File: src/fla_pkg.sv
// ----------------------------------------------------------------------------
// Flux-limited advection package
// Shared constants, codes and types for the advection column block.
// ----------------------------------------------------------------------------
package fla_pkg;

  localparam int MaxCellsDefault     = 256;
  localparam int FractionBitsDefault = 16;

  localparam logic [1:0] LIM_UPWIND   = 2'd0;
  localparam logic [1:0] LIM_LAX      = 2'd1;
  localparam logic [1:0] LIM_BEAM     = 2'd2;
  localparam logic [1:0] LIM_SUPERBEE = 2'd3;

  localparam logic [1:0] REG_FLOW    = 2'd0;
  localparam logic [1:0] REG_LIMITER = 2'd1;
  localparam logic [1:0] REG_STEP    = 2'd2;

  // Operation codes of the shared arithmetic unit.
  typedef enum logic [1:0] {
    OP_MUL,
    OP_DIV
  } fla_op_t;

  typedef struct packed {
    logic    start;
    fla_op_t op;
  } fla_ctl_t;

  typedef struct packed {
    logic busy;
    logic done;
  } fla_sts_t;

endpackage

File: src/fla_alu.sv
// ----------------------------------------------------------------------------
// Shared arithmetic unit
// Bit-serial unsigned 64x64 multiply and 64-bit by 64-bit restoring divide,
// one bit a cycle.
// ----------------------------------------------------------------------------
module fla_alu (
  input  logic              clk,
  input  logic              rst,
  input  fla_pkg::fla_ctl_t ctl,
  input  logic [63:0]       opa,
  input  logic [63:0]       opb,
  output fla_pkg::fla_sts_t sts,
  output logic [127:0]      result
);
  import fla_pkg::*;

  logic          busy;
  fla_op_t       op;
  logic [6:0]    count;
  logic [127:0]  acc;
  logic [63:0]   operand;
  logic [64:0]   rem_try;
  logic          done;

  assign rem_try = {acc[127:63]} - {1'b0, operand};

  always_ff @(posedge clk) begin
    if (rst) begin
      busy  <= 1'b0;
      done  <= 1'b0;
      count <= '0;
    end else begin
      done <= 1'b0;
      if (ctl.start && !busy) begin
        busy    <= 1'b1;
        op      <= ctl.op;
        count   <= '0;
        operand <= opb;
        if (ctl.op == OP_DIV) begin
          acc <= {64'd0, opa};
        end else begin
          acc <= {64'd0, opa};
        end
      end else if (busy) begin
        if (op == OP_DIV) begin
          // Restoring step: remainder in the upper half, quotient shifts in below.
          if (!rem_try[64]) begin
            acc <= {rem_try[63:0], acc[62:0], 1'b1};
          end else begin
            acc <= {acc[126:0], 1'b0};
          end
        end else begin
          // Shift-add: the upper half accumulates, the multiplier drains below.
          acc <= acc[0] ? {{1'b0, acc[127:64]} + {1'b0, operand}, acc[63:1]}
                        : {1'b0, acc[127:1]};
        end
        count <= count + 7'd1;
        if (count == 7'd63) begin
          busy <= 1'b0;
          done <= 1'b1;
        end
      end
    end
  end

  always_comb begin
    result = acc;
    if (op == OP_MUL) begin
      result = acc;
    end
  end

  assign sts.busy = busy;
  assign sts.done = done;

endmodule

File: src/flux_limited_advection_column.sv
// ----------------------------------------------------------------------------
// Flux-limited advection column
// Computes the limited advective flux at every face of one axial column.
// ----------------------------------------------------------------------------
// Cells of a column enter in flow order, one request at a time; each request
// yields one face flux, two on the last cell. A face takes seven passes
// through one shared bit-serial multiply/divide unit (theta division, Courant
// product and division, three limiter products, advective product), each a
// start, one serial step per operand bit and a done. Besides the passes, a
// face goes through the setup, limiter, sum and output states; the theta
// division is skipped when the local difference is zero, and the last cell
// runs the face sequence twice. Output stalls hold the block in S_OUT.
// Input ready is low while a cell is processed.
module flux_limited_advection_column #(
  parameter int MAX_CELLS     = fla_pkg::MaxCellsDefault,
  parameter int FRACTION_BITS = fla_pkg::FractionBitsDefault
) (
  input  logic               clk,
  input  logic               rst,
  input  logic               cfg_we,
  input  logic [1:0]         cfg_index,
  input  logic [30:0]        cfg_data,
  input  logic               in_valid,
  output logic               in_ready,
  input  logic signed [31:0] concentration,
  input  logic signed [31:0] velocity,
  input  logic [30:0]        cell_height,
  input  logic signed [31:0] inlet_conc_first,
  input  logic signed [31:0] inlet_conc_second,
  input  logic signed [31:0] inlet_velocity,
  input  logic signed [31:0] outlet_conc,
  input  logic               first_cell,
  input  logic               last_cell,
  output logic               out_valid,
  input  logic               out_ready,
  output logic signed [47:0] face_flux,
  output logic [8:0]         face_index,
  output logic               column_done
);
  import fla_pkg::*;

  localparam int CntW = $clog2(MAX_CELLS + 1);
  localparam logic signed [63:0] OneQ = 64'sd1 <<< FRACTION_BITS;
  localparam logic [63:0] BigMag = 64'd1 << 62;

  typedef enum logic [3:0] {
    S_IDLE, S_SETUP, S_THETA, S_PHI, S_DIRAC, S_CMUL, S_CDIV,
    S_KMUL, S_CORR, S_ADV, S_SUM, S_OUT
  } state_t;

  state_t state;
  logic flow_positive;
  logic [1:0] limiter_mode;
  logic [30:0] time_step;

  logic signed [31:0] prior_conc0, prior_conc1, prior_velocity;
  logic [30:0] prior_height;
  logic signed [31:0] latched_outlet;
  logic [CntW-1:0] cell_counter;

  logic signed [31:0] cur_c, cur_v;
  logic [30:0] cur_h;
  logic cur_last, second_face;

  // Operands of the face under work.
  logic signed [63:0] f_v, f_cup, f_dc, f_up;
  logic [30:0] f_h;
  logic [CntW-1:0] f_idx;

  logic signed [63:0] theta, phi, dirac, k_val, corr;
  logic [63:0] courant;

  fla_ctl_t ctl;
  fla_sts_t sts;
  logic [63:0] opa, opb;
  logic [127:0] alu_res;
  logic issued;

  fla_alu u_alu (
    .clk(clk), .rst(rst), .ctl(ctl), .opa(opa), .opb(opb),
    .sts(sts), .result(alu_res)
  );

  function automatic logic [63:0] mag64(input logic signed [63:0] a);
    mag64 = a[63] ? 64'(-a) : 64'(a);
  endfunction

  // Shift a 128-bit magnitude product and clamp to 2^62, then apply sign.
  function automatic logic signed [63:0] scale(input logic [127:0] p,
                                                input int sh, input logic neg);
    logic [127:0] s;
    logic [63:0] r;
    s = p >> sh;
    r = (s[127:63] != '0 || s[62:0] > BigMag[62:0]) ? BigMag : s[63:0];
    scale = neg ? -$signed(r) : $signed(r);
  endfunction

  logic signed [63:0] dc_eff, up_eff;
  assign dc_eff = flow_positive ? f_dc : -f_dc;
  assign up_eff = flow_positive ? f_up : -f_up;

  logic signed [63:0] m1, m2, sb, theta2;
  assign theta2 = theta <<< 1;
  assign m1 = theta2 < OneQ ? theta2 : OneQ;
  assign m2 = theta < (OneQ <<< 1) ? theta : (OneQ <<< 1);
  assign sb = (m1 > m2) ? m1 : m2;

  logic signed [63:0] onem, flux_sum;
  logic signed [47:0] flux_sat;
  logic signed [63:0] alu_res_adv;
  assign onem = OneQ - $signed(courant);
  assign alu_res_adv = scale(alu_res, FRACTION_BITS, f_v[63] != f_cup[63]);
  assign flux_sum = alu_res_adv + corr;
  assign flux_sat = (flux_sum > 64'sh7FFF_FFFF_FFFF) ? 48'sh7FFF_FFFF_FFFF :
                    (flux_sum < -64'sh8000_0000_0000) ? 48'sh8000_0000_0000 :
                    flux_sum[47:0];

  logic [CntW-1:0] idx_next;
  assign idx_next = (f_idx < CntW'(MAX_CELLS)) ? f_idx + 1'b1 : CntW'(MAX_CELLS);

  assign in_ready = (state == S_IDLE);

  always_comb begin
    ctl.start = 1'b0;
    ctl.op = OP_MUL;
    opa = '0;
    opb = '0;
    if (!issued && !sts.busy && !sts.done) begin
      unique case (state)
        S_THETA: begin
          ctl.start = (dc_eff != 0);
          ctl.op = OP_DIV;
          opa = mag64(up_eff) << FRACTION_BITS;
          opb = mag64(dc_eff);
        end
        S_DIRAC: begin
          ctl.start = 1'b1;
          opa = mag64(phi);
          opb = mag64(dc_eff);
        end
        S_CMUL: begin
          ctl.start = 1'b1;
          opa = mag64(f_v);
          opb = {33'd0, time_step};
        end
        S_CDIV: begin
          ctl.start = 1'b1;
          ctl.op = OP_DIV;
          opa = courant;
          opb = (f_h == '0) ? 64'd1 : {33'd0, f_h};
        end
        S_KMUL: begin
          ctl.start = 1'b1;
          opa = mag64(f_v);
          opb = mag64(onem);
        end
        S_CORR: begin
          ctl.start = 1'b1;
          opa = mag64(k_val);
          opb = mag64(dirac);
        end
        S_ADV: begin
          ctl.start = 1'b1;
          opa = mag64(f_v);
          opb = mag64(f_cup);
        end
        default: begin
          ctl.start = 1'b0;
        end
      endcase
    end
  end

  always_ff @(posedge clk) begin
    if (rst) begin
      state          <= S_IDLE;
      flow_positive  <= 1'b1;
      limiter_mode   <= LIM_SUPERBEE;
      time_step      <= 31'd65536;
      prior_conc0    <= '0;
      prior_conc1    <= '0;
      prior_velocity <= '0;
      prior_height   <= '0;
      latched_outlet <= '0;
      cell_counter   <= '0;
      out_valid      <= 1'b0;
      issued         <= 1'b0;
    end else begin
      if (cfg_we) begin
        unique case (cfg_index)
          REG_FLOW:    flow_positive <= cfg_data[0];
          REG_LIMITER: limiter_mode <= cfg_data[1:0];
          REG_STEP:    time_step <= cfg_data;
          default:     ;
        endcase
      end
      if (ctl.start) begin
        issued <= 1'b1;
      end
      unique case (state)
        S_IDLE: begin
          if (in_valid) begin
            cur_c <= concentration;
            cur_v <= velocity;
            cur_h <= cell_height;
            cur_last <= last_cell;
            second_face <= 1'b0;
            f_v <= 64'(concentration) - 64'(concentration) +
                   (first_cell ? 64'(inlet_velocity) : 64'(prior_velocity));
            f_h <= first_cell ? cell_height : prior_height;
            if (first_cell) begin
              latched_outlet <= outlet_conc;
              prior_conc0 <= flow_positive ? inlet_conc_second : inlet_conc_first;
              prior_conc1 <= flow_positive ? inlet_conc_first : inlet_conc_second;
              f_cup <= flow_positive ? 64'(inlet_conc_second) : 64'(inlet_conc_first);
              f_dc <= 64'(concentration) -
                      (flow_positive ? 64'(inlet_conc_second) : 64'(inlet_conc_first));
              f_up <= flow_positive ? 64'(inlet_conc_second) - 64'(inlet_conc_first)
                                    : 64'(inlet_conc_first) - 64'(inlet_conc_second);
              f_idx <= '0;
              cell_counter <= '0;
            end else begin
              f_cup <= 64'(prior_conc0);
              f_dc <= 64'(concentration) - 64'(prior_conc0);
              f_up <= 64'(prior_conc0) - 64'(prior_conc1);
              f_idx <= cell_counter;
            end
            state <= S_SETUP;
          end
        end
        S_SETUP: begin
          state <= S_THETA;
        end
        S_THETA: begin
          if (dc_eff == 0 && !issued) begin
            theta <= OneQ;
            state <= S_PHI;
          end else if (sts.done) begin
            issued <= 1'b0;
            if (up_eff[63] != dc_eff[63]) begin
              theta <= (alu_res[63:0] > 64'h8000_0000) ? -64'sh8000_0000
                                                       : -$signed(alu_res[63:0]);
            end else begin
              theta <= (alu_res[63:0] > 64'h7FFF_FFFF) ? 64'sh7FFF_FFFF
                                                       : $signed(alu_res[63:0]);
            end
            state <= S_PHI;
          end
        end
        S_PHI: begin
          unique case (limiter_mode)
            LIM_UPWIND:   phi <= '0;
            LIM_LAX:      phi <= OneQ;
            LIM_BEAM:     phi <= theta;
            LIM_SUPERBEE: phi <= sb[63] ? '0 : sb;
            default:      phi <= '0;
          endcase
          state <= S_DIRAC;
        end
        S_DIRAC: begin
          if (sts.done) begin
            issued <= 1'b0;
            dirac <= scale(alu_res, FRACTION_BITS, (phi[63] != dc_eff[63]) &&
                           phi != 0 && dc_eff != 0);
            state <= S_CMUL;
          end
        end
        S_CMUL: begin
          if (sts.done) begin
            issued <= 1'b0;
            courant <= alu_res[63:0];
            state <= S_CDIV;
          end
        end
        S_CDIV: begin
          if (sts.done) begin
            issued <= 1'b0;
            courant <= (alu_res[63:0] > 64'h1_0000_0000) ? 64'h1_0000_0000
                                                         : alu_res[63:0];
            state <= S_KMUL;
          end
        end
        S_KMUL: begin
          if (sts.done) begin
            issued <= 1'b0;
            k_val <= scale(alu_res, FRACTION_BITS + 1, onem[63] && f_v != 0);
            state <= S_CORR;
          end
        end
        S_CORR: begin
          if (sts.done) begin
            issued <= 1'b0;
            corr <= scale(alu_res, FRACTION_BITS, (k_val[63] != dirac[63]) &&
                          k_val != 0 && dirac != 0);
            state <= S_ADV;
          end
        end
        S_ADV: begin
          if (sts.done) begin
            issued <= 1'b0;
            state <= S_SUM;
          end
        end
        S_SUM: begin
          face_flux <= flux_sat;
          face_index <= 9'(f_idx);
          column_done <= second_face;
          out_valid <= 1'b1;
          state <= S_OUT;
        end
        S_OUT: begin
          if (out_ready) begin
            out_valid <= 1'b0;
            if (cur_last && !second_face) begin
              second_face <= 1'b1;
              f_v <= 64'(cur_v);
              f_cup <= 64'(cur_c);
              f_h <= cur_h;
              f_dc <= 64'(latched_outlet) - 64'(cur_c);
              f_up <= f_dc;
              f_idx <= (f_idx < CntW'(MAX_CELLS)) ? f_idx + 1'b1 : CntW'(MAX_CELLS);
              state <= S_SETUP;
            end else begin
              // The upstream value of the cell's own face becomes the older history.
              prior_conc1 <= prior_conc0;
              prior_conc0 <= cur_c;
              prior_velocity <= cur_v;
              prior_height <= cur_h;
              cell_counter <= cur_last ? '0 : idx_next;
              state <= S_IDLE;
            end
          end
        end
        default: state <= S_IDLE;
      endcase
    end
  end

endmodule

File: config.mk
export PLATFORM = sky130hd
export DESIGN_NAME = flux_limited_advection_column
export DESIGN_NICKNAME = d
export VERILOG_FILES = /design/src/fla_pkg.sv /design/src/fla_alu.sv /design/src/flux_limited_advection_column.sv
export SDC_FILE = /design/constraint.sdc
export NUM_CORES = 2
export LEC_CHECK = 0
export BUFFER_PORTS_ARGS = -buffer_cell sky130_fd_sc_hd__buf_2
export CAP_MARGIN = 15
export CELL_PAD_IN_SITES_DETAIL_PLACEMENT = 1
export CELL_PAD_IN_SITES_GLOBAL_PLACEMENT = 2
export CORE_ASPECT_RATIO = 0.5
export CORE_MARGIN = 2
export CORE_UTILIZATION = 40
export CTS_CLUSTER_SIZE = 12
export DETAILED_ROUTE_END_ITERATION = 10
export MAX_ROUTING_LAYER = met4
export PLACE_DENSITY_LB_ADDON = 0.1
export SKIP_CTS_REPAIR_TIMING = 1
export SYNTH_ARGS = -nofsm -noshare
export SYNTH_HDL_FRONTEND = slang
export SYNTH_SLANG_ARGS = --single-unit
export TNS_END_PERCENT = 20
File: constraint.sdc
create_clock -name clk -period 29.8 [get_ports clk]
set_input_delay 2.98 -clock clk [delete_from_list [all_inputs] [get_ports clk]]
set_output_delay 2.98 -clock clk [all_outputs]
set_load 0.03 [all_outputs]
# After elaboration in Yosys (flattened, before gate mapping)
# Index checks and enable logic that the tools add are counted.
# word_totals
out_inout_bits	60
ff_bits	1246
# classes
add_sub_neg	27
n_eq_ne	34
reduce_logical	59
n_mux	117
bitwise_logic	3
magnitude_cmp	11
# ops
cell	n
two-way mux 64 bit	45
negation 64 bit	12
case mux 64 bit (2 select lines)	5
two-way mux 128 bit	4
case mux 64 bit (6 select lines)	1
two-way mux 32 bit	10
case mux 64 bit (5 select lines)	1
nonzero test 64 bit	5
case mux 64 bit (4 select lines)	1
subtractor 32 x 32 -> 33 bit	6
two-way mux 31 bit	5
nonzero test 65 bit	2
case mux 32 bit (2 select lines)	2
> comparator 63 bit (second input constant)	2
two-way mux 48 bit	2
two-way mux 9 bit	8
adder 64 x 64 -> 65 bit	1
subtractor 65 x 64 -> 65 bit	1
adder 33 x 64 -> 64 bit	1
adder 64 bit	1
> comparator 64 x 31 -> 1 bit (second input constant)	1
> comparator 64 x 32 -> 1 bit (second input constant)	1
> comparator 64 x 33 -> 1 bit (second input constant)	1
> comparator 64 x 48 -> 1 bit (second input constant)	1
other kinds (46)	132

# Longest topological paths before layout
# logic_depth
ltp_word	9
mapped_depth	36
depth_no_buf	28

# Cells and area by module
# A second synthesis with hierarchy kept.
# hier_totals
hier_cells	11848
hier_area_um2	98908.6
# modules_own_cells
module	cells_each	n_inst	area_per_inst_um2
flux_limited_advection_column	9819	1	81359.3
fla_alu	2029	1	17549.3

# Least setup slack after synthesis
# No wires, ideal clock.
# synth_path
path_kind	input-to-reg
start	input port rst
end	register f_cup[0], enable pin
cell_stages	2
t_arrival_ns	20.957
slack_ns	7.629
path_cell_list	clkbuf_1 > nor3_1
# synth_between
elab_chain_cells	2
# synth_lines
item	line_no	text
start: declaration	flux_limited_advection_column.sv:19	input logic rst,
NOT 1 bit (no source line)	n/a	
AND reduction 5 bit (no source line)	n/a	
end signal: assignment	flux_limited_advection_column.sv:215	f_cup <= flow_positive ? 64'(inlet_conc_second) : 64'(inlet_conc_first);
end signal: assignment	flux_limited_advection_column.sv:223	f_cup <= 64'(prior_conc0);
end signal: assignment	flux_limited_advection_column.sv:317	f_cup <= 64'(cur_c);
end: declaration	flux_limited_advection_column.sv:66	logic signed [63:0] f_v, f_cup, f_dc, f_up;
# No other way between the ends.
# A chain may end at the register's enable or synchronous reset.

# Final worst setup path
# layout_path
start	register u_alu.acc[81] (netlist: u_alu.result[81])
end	register face_flux[25], data pin
# layout_between
elab_chain_cells	8
# layout_lines
item	line_no	text
start: declaration	fla_alu.sv:20	logic [127:0] acc;
start signal: assignment	fla_alu.sv:40	acc <= {64'd0, opa};
start signal: assignment	fla_alu.sv:42	acc <= {64'd0, opa};
start signal: assignment	fla_alu.sv:48	acc <= {rem_try[63:0], acc[62:0], 1'b1};
nonzero test 65 bit *	flux_limited_advection_column.sv:94	r = (s[127:63] != '0 || s[62:0] > BigMag[62:0]) ? BigMag : s[63:0];
logical OR 1 bit *	flux_limited_advection_column.sv:94	
two-way mux 64 bit *	flux_limited_advection_column.sv:94	
negation 64 bit	flux_limited_advection_column.sv:95	scale = neg ? -$signed(r) : $signed(r);
two-way mux 64 bit *	flux_limited_advection_column.sv:95	
adder 64 bit *	flux_limited_advection_column.sv:113	assign flux_sum = alu_res_adv + corr;
< comparator 64 x 48 -> 1 bit	flux_limited_advection_column.sv:115	(flux_sum < -64'sh8000_0000_0000) ? 48'sh8000_0000_0000 :
two-way mux 48 bit	flux_limited_advection_column.sv:115	
end signal: assignment	flux_limited_advection_column.sv:305	face_flux <= flux_sat;
end: declaration	flux_limited_advection_column.sv:36	output logic signed [47:0] face_flux,
# Mark *: on every way between the ends. The rest lies on a longest branch, timed or not.

==> metrics <==
status=finished clean; WP data arrival=10.38 ns; Power per Cell Area=approximately 76 nW/µm²; initial antenna violation count=60; FF+latch count, synth=1,212; Compound-Gate Fraction of Synth Area=0.2303; cell count after synthesis=11,750; endpoint class of the critical path=flop; register area=34,230 µm²; final RePlAce weighted congestion=between 1 and 1.5; worst skew pair latency=0.88 ns; CTS tree=yes; first-pass GRT wire length=662,800 µm; Crit Path Class=flop to flop; Tmin final=9.774 ns; die span in y=355.0 µm; VDD IR max=roughly 0.050 mV; drt via density=approximately 6.4; CP required=30.40 ns; placed inst area=approximately 100,000 µm²; initial DRC count=12,470; final hold vios=0; Avg Inst Size Synth=8.391 µm²; post-synthesis async set-or-reset flop share=0; cell family with the largest share of critical-path delay=simple AND/OR/NAND/NOR gates; die width=706.1 µm; Post-Layout Inst Area=107,600 µm²; Final Setup Violations=0; Hold Crit Class=flop to flop; commonest non-fill, non-tap cell in the layout=nand2_1; synth warn=0; total gr overflow=0; Peak Freq=approximately 100 MHz; Net count, final=12,380; Leakage=39.81 nW; Worst path slowest cell=nor4_1; cell mode on critical path=buf_4; Slew headroom=0.1181; commonest cells after routing, fill and taps aside=nand2_1, a21oi_1, edfxtp_1; pin count of the biggest net entering global routing=159; Area Overhead vs Synth=9.143%; TritonCTS Buffers=143; Die Area=250,700 µm²; io pins=323; setup TNS=0 ns; ys flop type=edfxtp_1; Initial Utilization=0.4036; post-route antenna net violation count=0; clk root buf=clkbuf_16; startpoint types=flop; clk sink count=1,212; Routed wire per std cell=30.86 µm; xor and xnor area share after synthesis=0.09427; Synth area leader=edfxtp_1; H-tree Lvls=4; row cnt=about 130; clk buf depth=4; worst setup margin=20.03 ns; max-cap violation count=0; Final Cycle Share=0.3280; dpl hpwl=around 360,000 µm; post-synthesis simple-gate area fraction=0.1915; largest family of logic cells by synthesized area=compound AO/OA/AOI/OAI gates; WP buf/inv=5; proportion of layout cells with a drive suffix above 1=0.07786; Max FO, Critical Path=43; vias in the first global route=90,950; Final Max Slew Viols=0; Via Count=96,000; buffers added on ports=322; drt first pass iters=8; Seq/Total Area, Yosys=0.3472; FILL cells=28,670; post-synthesis instance area=98,570 µm²; slowest cell delay on critical path=1.08 ns; hold_ws=0.4522 ns; Post-Synth Adder-Cell Area=0.06539; EDFF count, synth=995; post-synthesis cell type count=approximately 110; DRC Markers=0; Routed Wire Length=462,500 µm; clk_skew=0.08958 ns; Core ar.=244,200 µm²; RSZ-0062 raised after global routing=false; Multi-input gate area=60,100 µm²; total global-route track usage=0.3658; Synth Net Count=12,520; dpl ws=just under 20 ns; fin util=0.4405; top post-synthesis cells by area=edfxtp_1, ha_1, a21oi_1; mux contribution to synthesized area=0.02386; Clk pin slew, worst setup/hold paths=0.07 ns; share of the synthesized area in the top cell type=0.3031; slew of the pin with the lowest slew margin=1.318 ns
==> path summary, 6_finish.rpt <==
kind | start | end | slack, ns | cells past startpoint
max | u_alu.result[81] | face_flux[25] | 20.03 | 26
min | prior_conc1[27] | prior_conc1[27] | 0.45 | 2
max reg2reg | u_alu.result[81] | face_flux[25] | 20.03 | 26
min reg2reg | prior_conc1[27] | prior_conc1[27] | 0.45 | 2
==> worst min-delay path: stages (launching register included) <==
cell	delay, ns
dfxtp_1	0.31
nand2_1	0.05
a21oi_1	0.05
==> power by group <==
| group | internal (mW) | switching (mW) | leakage (nW) | total, mW |
|---|---|---|---|---|
| sequential | 2.25 | 0.436 | 10.8 | 2.69 |
| combinational | 1.20 | 2.52 | 26.9 | 3.72 |
| clock | 1.01 | 0.801 | 2.14 | 1.81 |
==> layout make-up <==
class / count / area share
inverters: 433 / 0.01519
well taps: 3250 / 0.03780
clock inverters: 41 / 0.004629
clock buffers: 198 / 0.03644
flip-flops and latches: 1212 / 0.3181
diodes: 37 / 0.0008606
repair buffers: 502 / 0.02834
multi-input cells: 9315 / 0.5586
==> logic make-up (layout without fill, tap and decap cells) <==
logic type      after synthesis  count (layout)
compound gates             3581            3581
xor+xnor                   1061            1061
fa+ha+maj                   508             508
buf+inv                    1220            1174
flops                      1212            1212
mux                         233             233
other cells                   0              37
simple gates               3932            3932
==> state kept, by name (all words and copies together), names as in the netlist, 48 cells and up <==
signal         cells
u_alu.result     128
corr              64
courant           64
dirac             64
f_dc              64
f_up              64
k_val             64
phi               64
theta             64
u_alu.operand     64
f_v               63
face_flux         48
==> cell usage after synthesis, types with 60 or more instances <==
library cell and number:
o21bai_1 66, ha_1 496, nor4_1 137, nand2_1 1305
and3_1 60, nor2b_1 150, o41ai_1 61, a31oi_1 139
inv_1 431, buf_1 72, nor3_1 276, or2_2 83
o211ai_1 113, nand2b_1 146, mux2i_1 217, edfxtp_1 995
dfxtp_1 217, a221oi_1 69, and2_1 117, o22ai_1 100
nand3_1 166, o31ai_1 153, or3_1 164, a22o_1 67
o21ai_0 843, a21oi_1 1033, nand4_1 121, xor2_1 519
or4_1 91, xnor2_1 542, nor2_1 973, a21o_1 261
clkbuf_1 657, o21a_1 69, a211oi_1 194
==> stage by stage <==
stage	total power, mW	cells
2_1_floorplan	4.929	11750
3_3_place_gp	6.259	14710
3_5_place_dp	6.294	14710
4_1_cts	8.112	14950
5_1_grt	8.565	14980
6_report	8.226	14990
==> metal layers <==
| metal | global-route usage | up-vias | wire length [µm] |
|---|---|---|---|
| met1 | 0.5292 | 48260 | 213500 |
| met5 | - | - | 0 |
| li1 | - | 42780 | - |
| met3 | 0.08004 | 630 | 45470 |
| met2 | 0.5052 | 4326 | 187900 |
| met4 | 0.1093 | 0 | 15660 |
No activity file was read; power rests on OpenSTA's default activity.
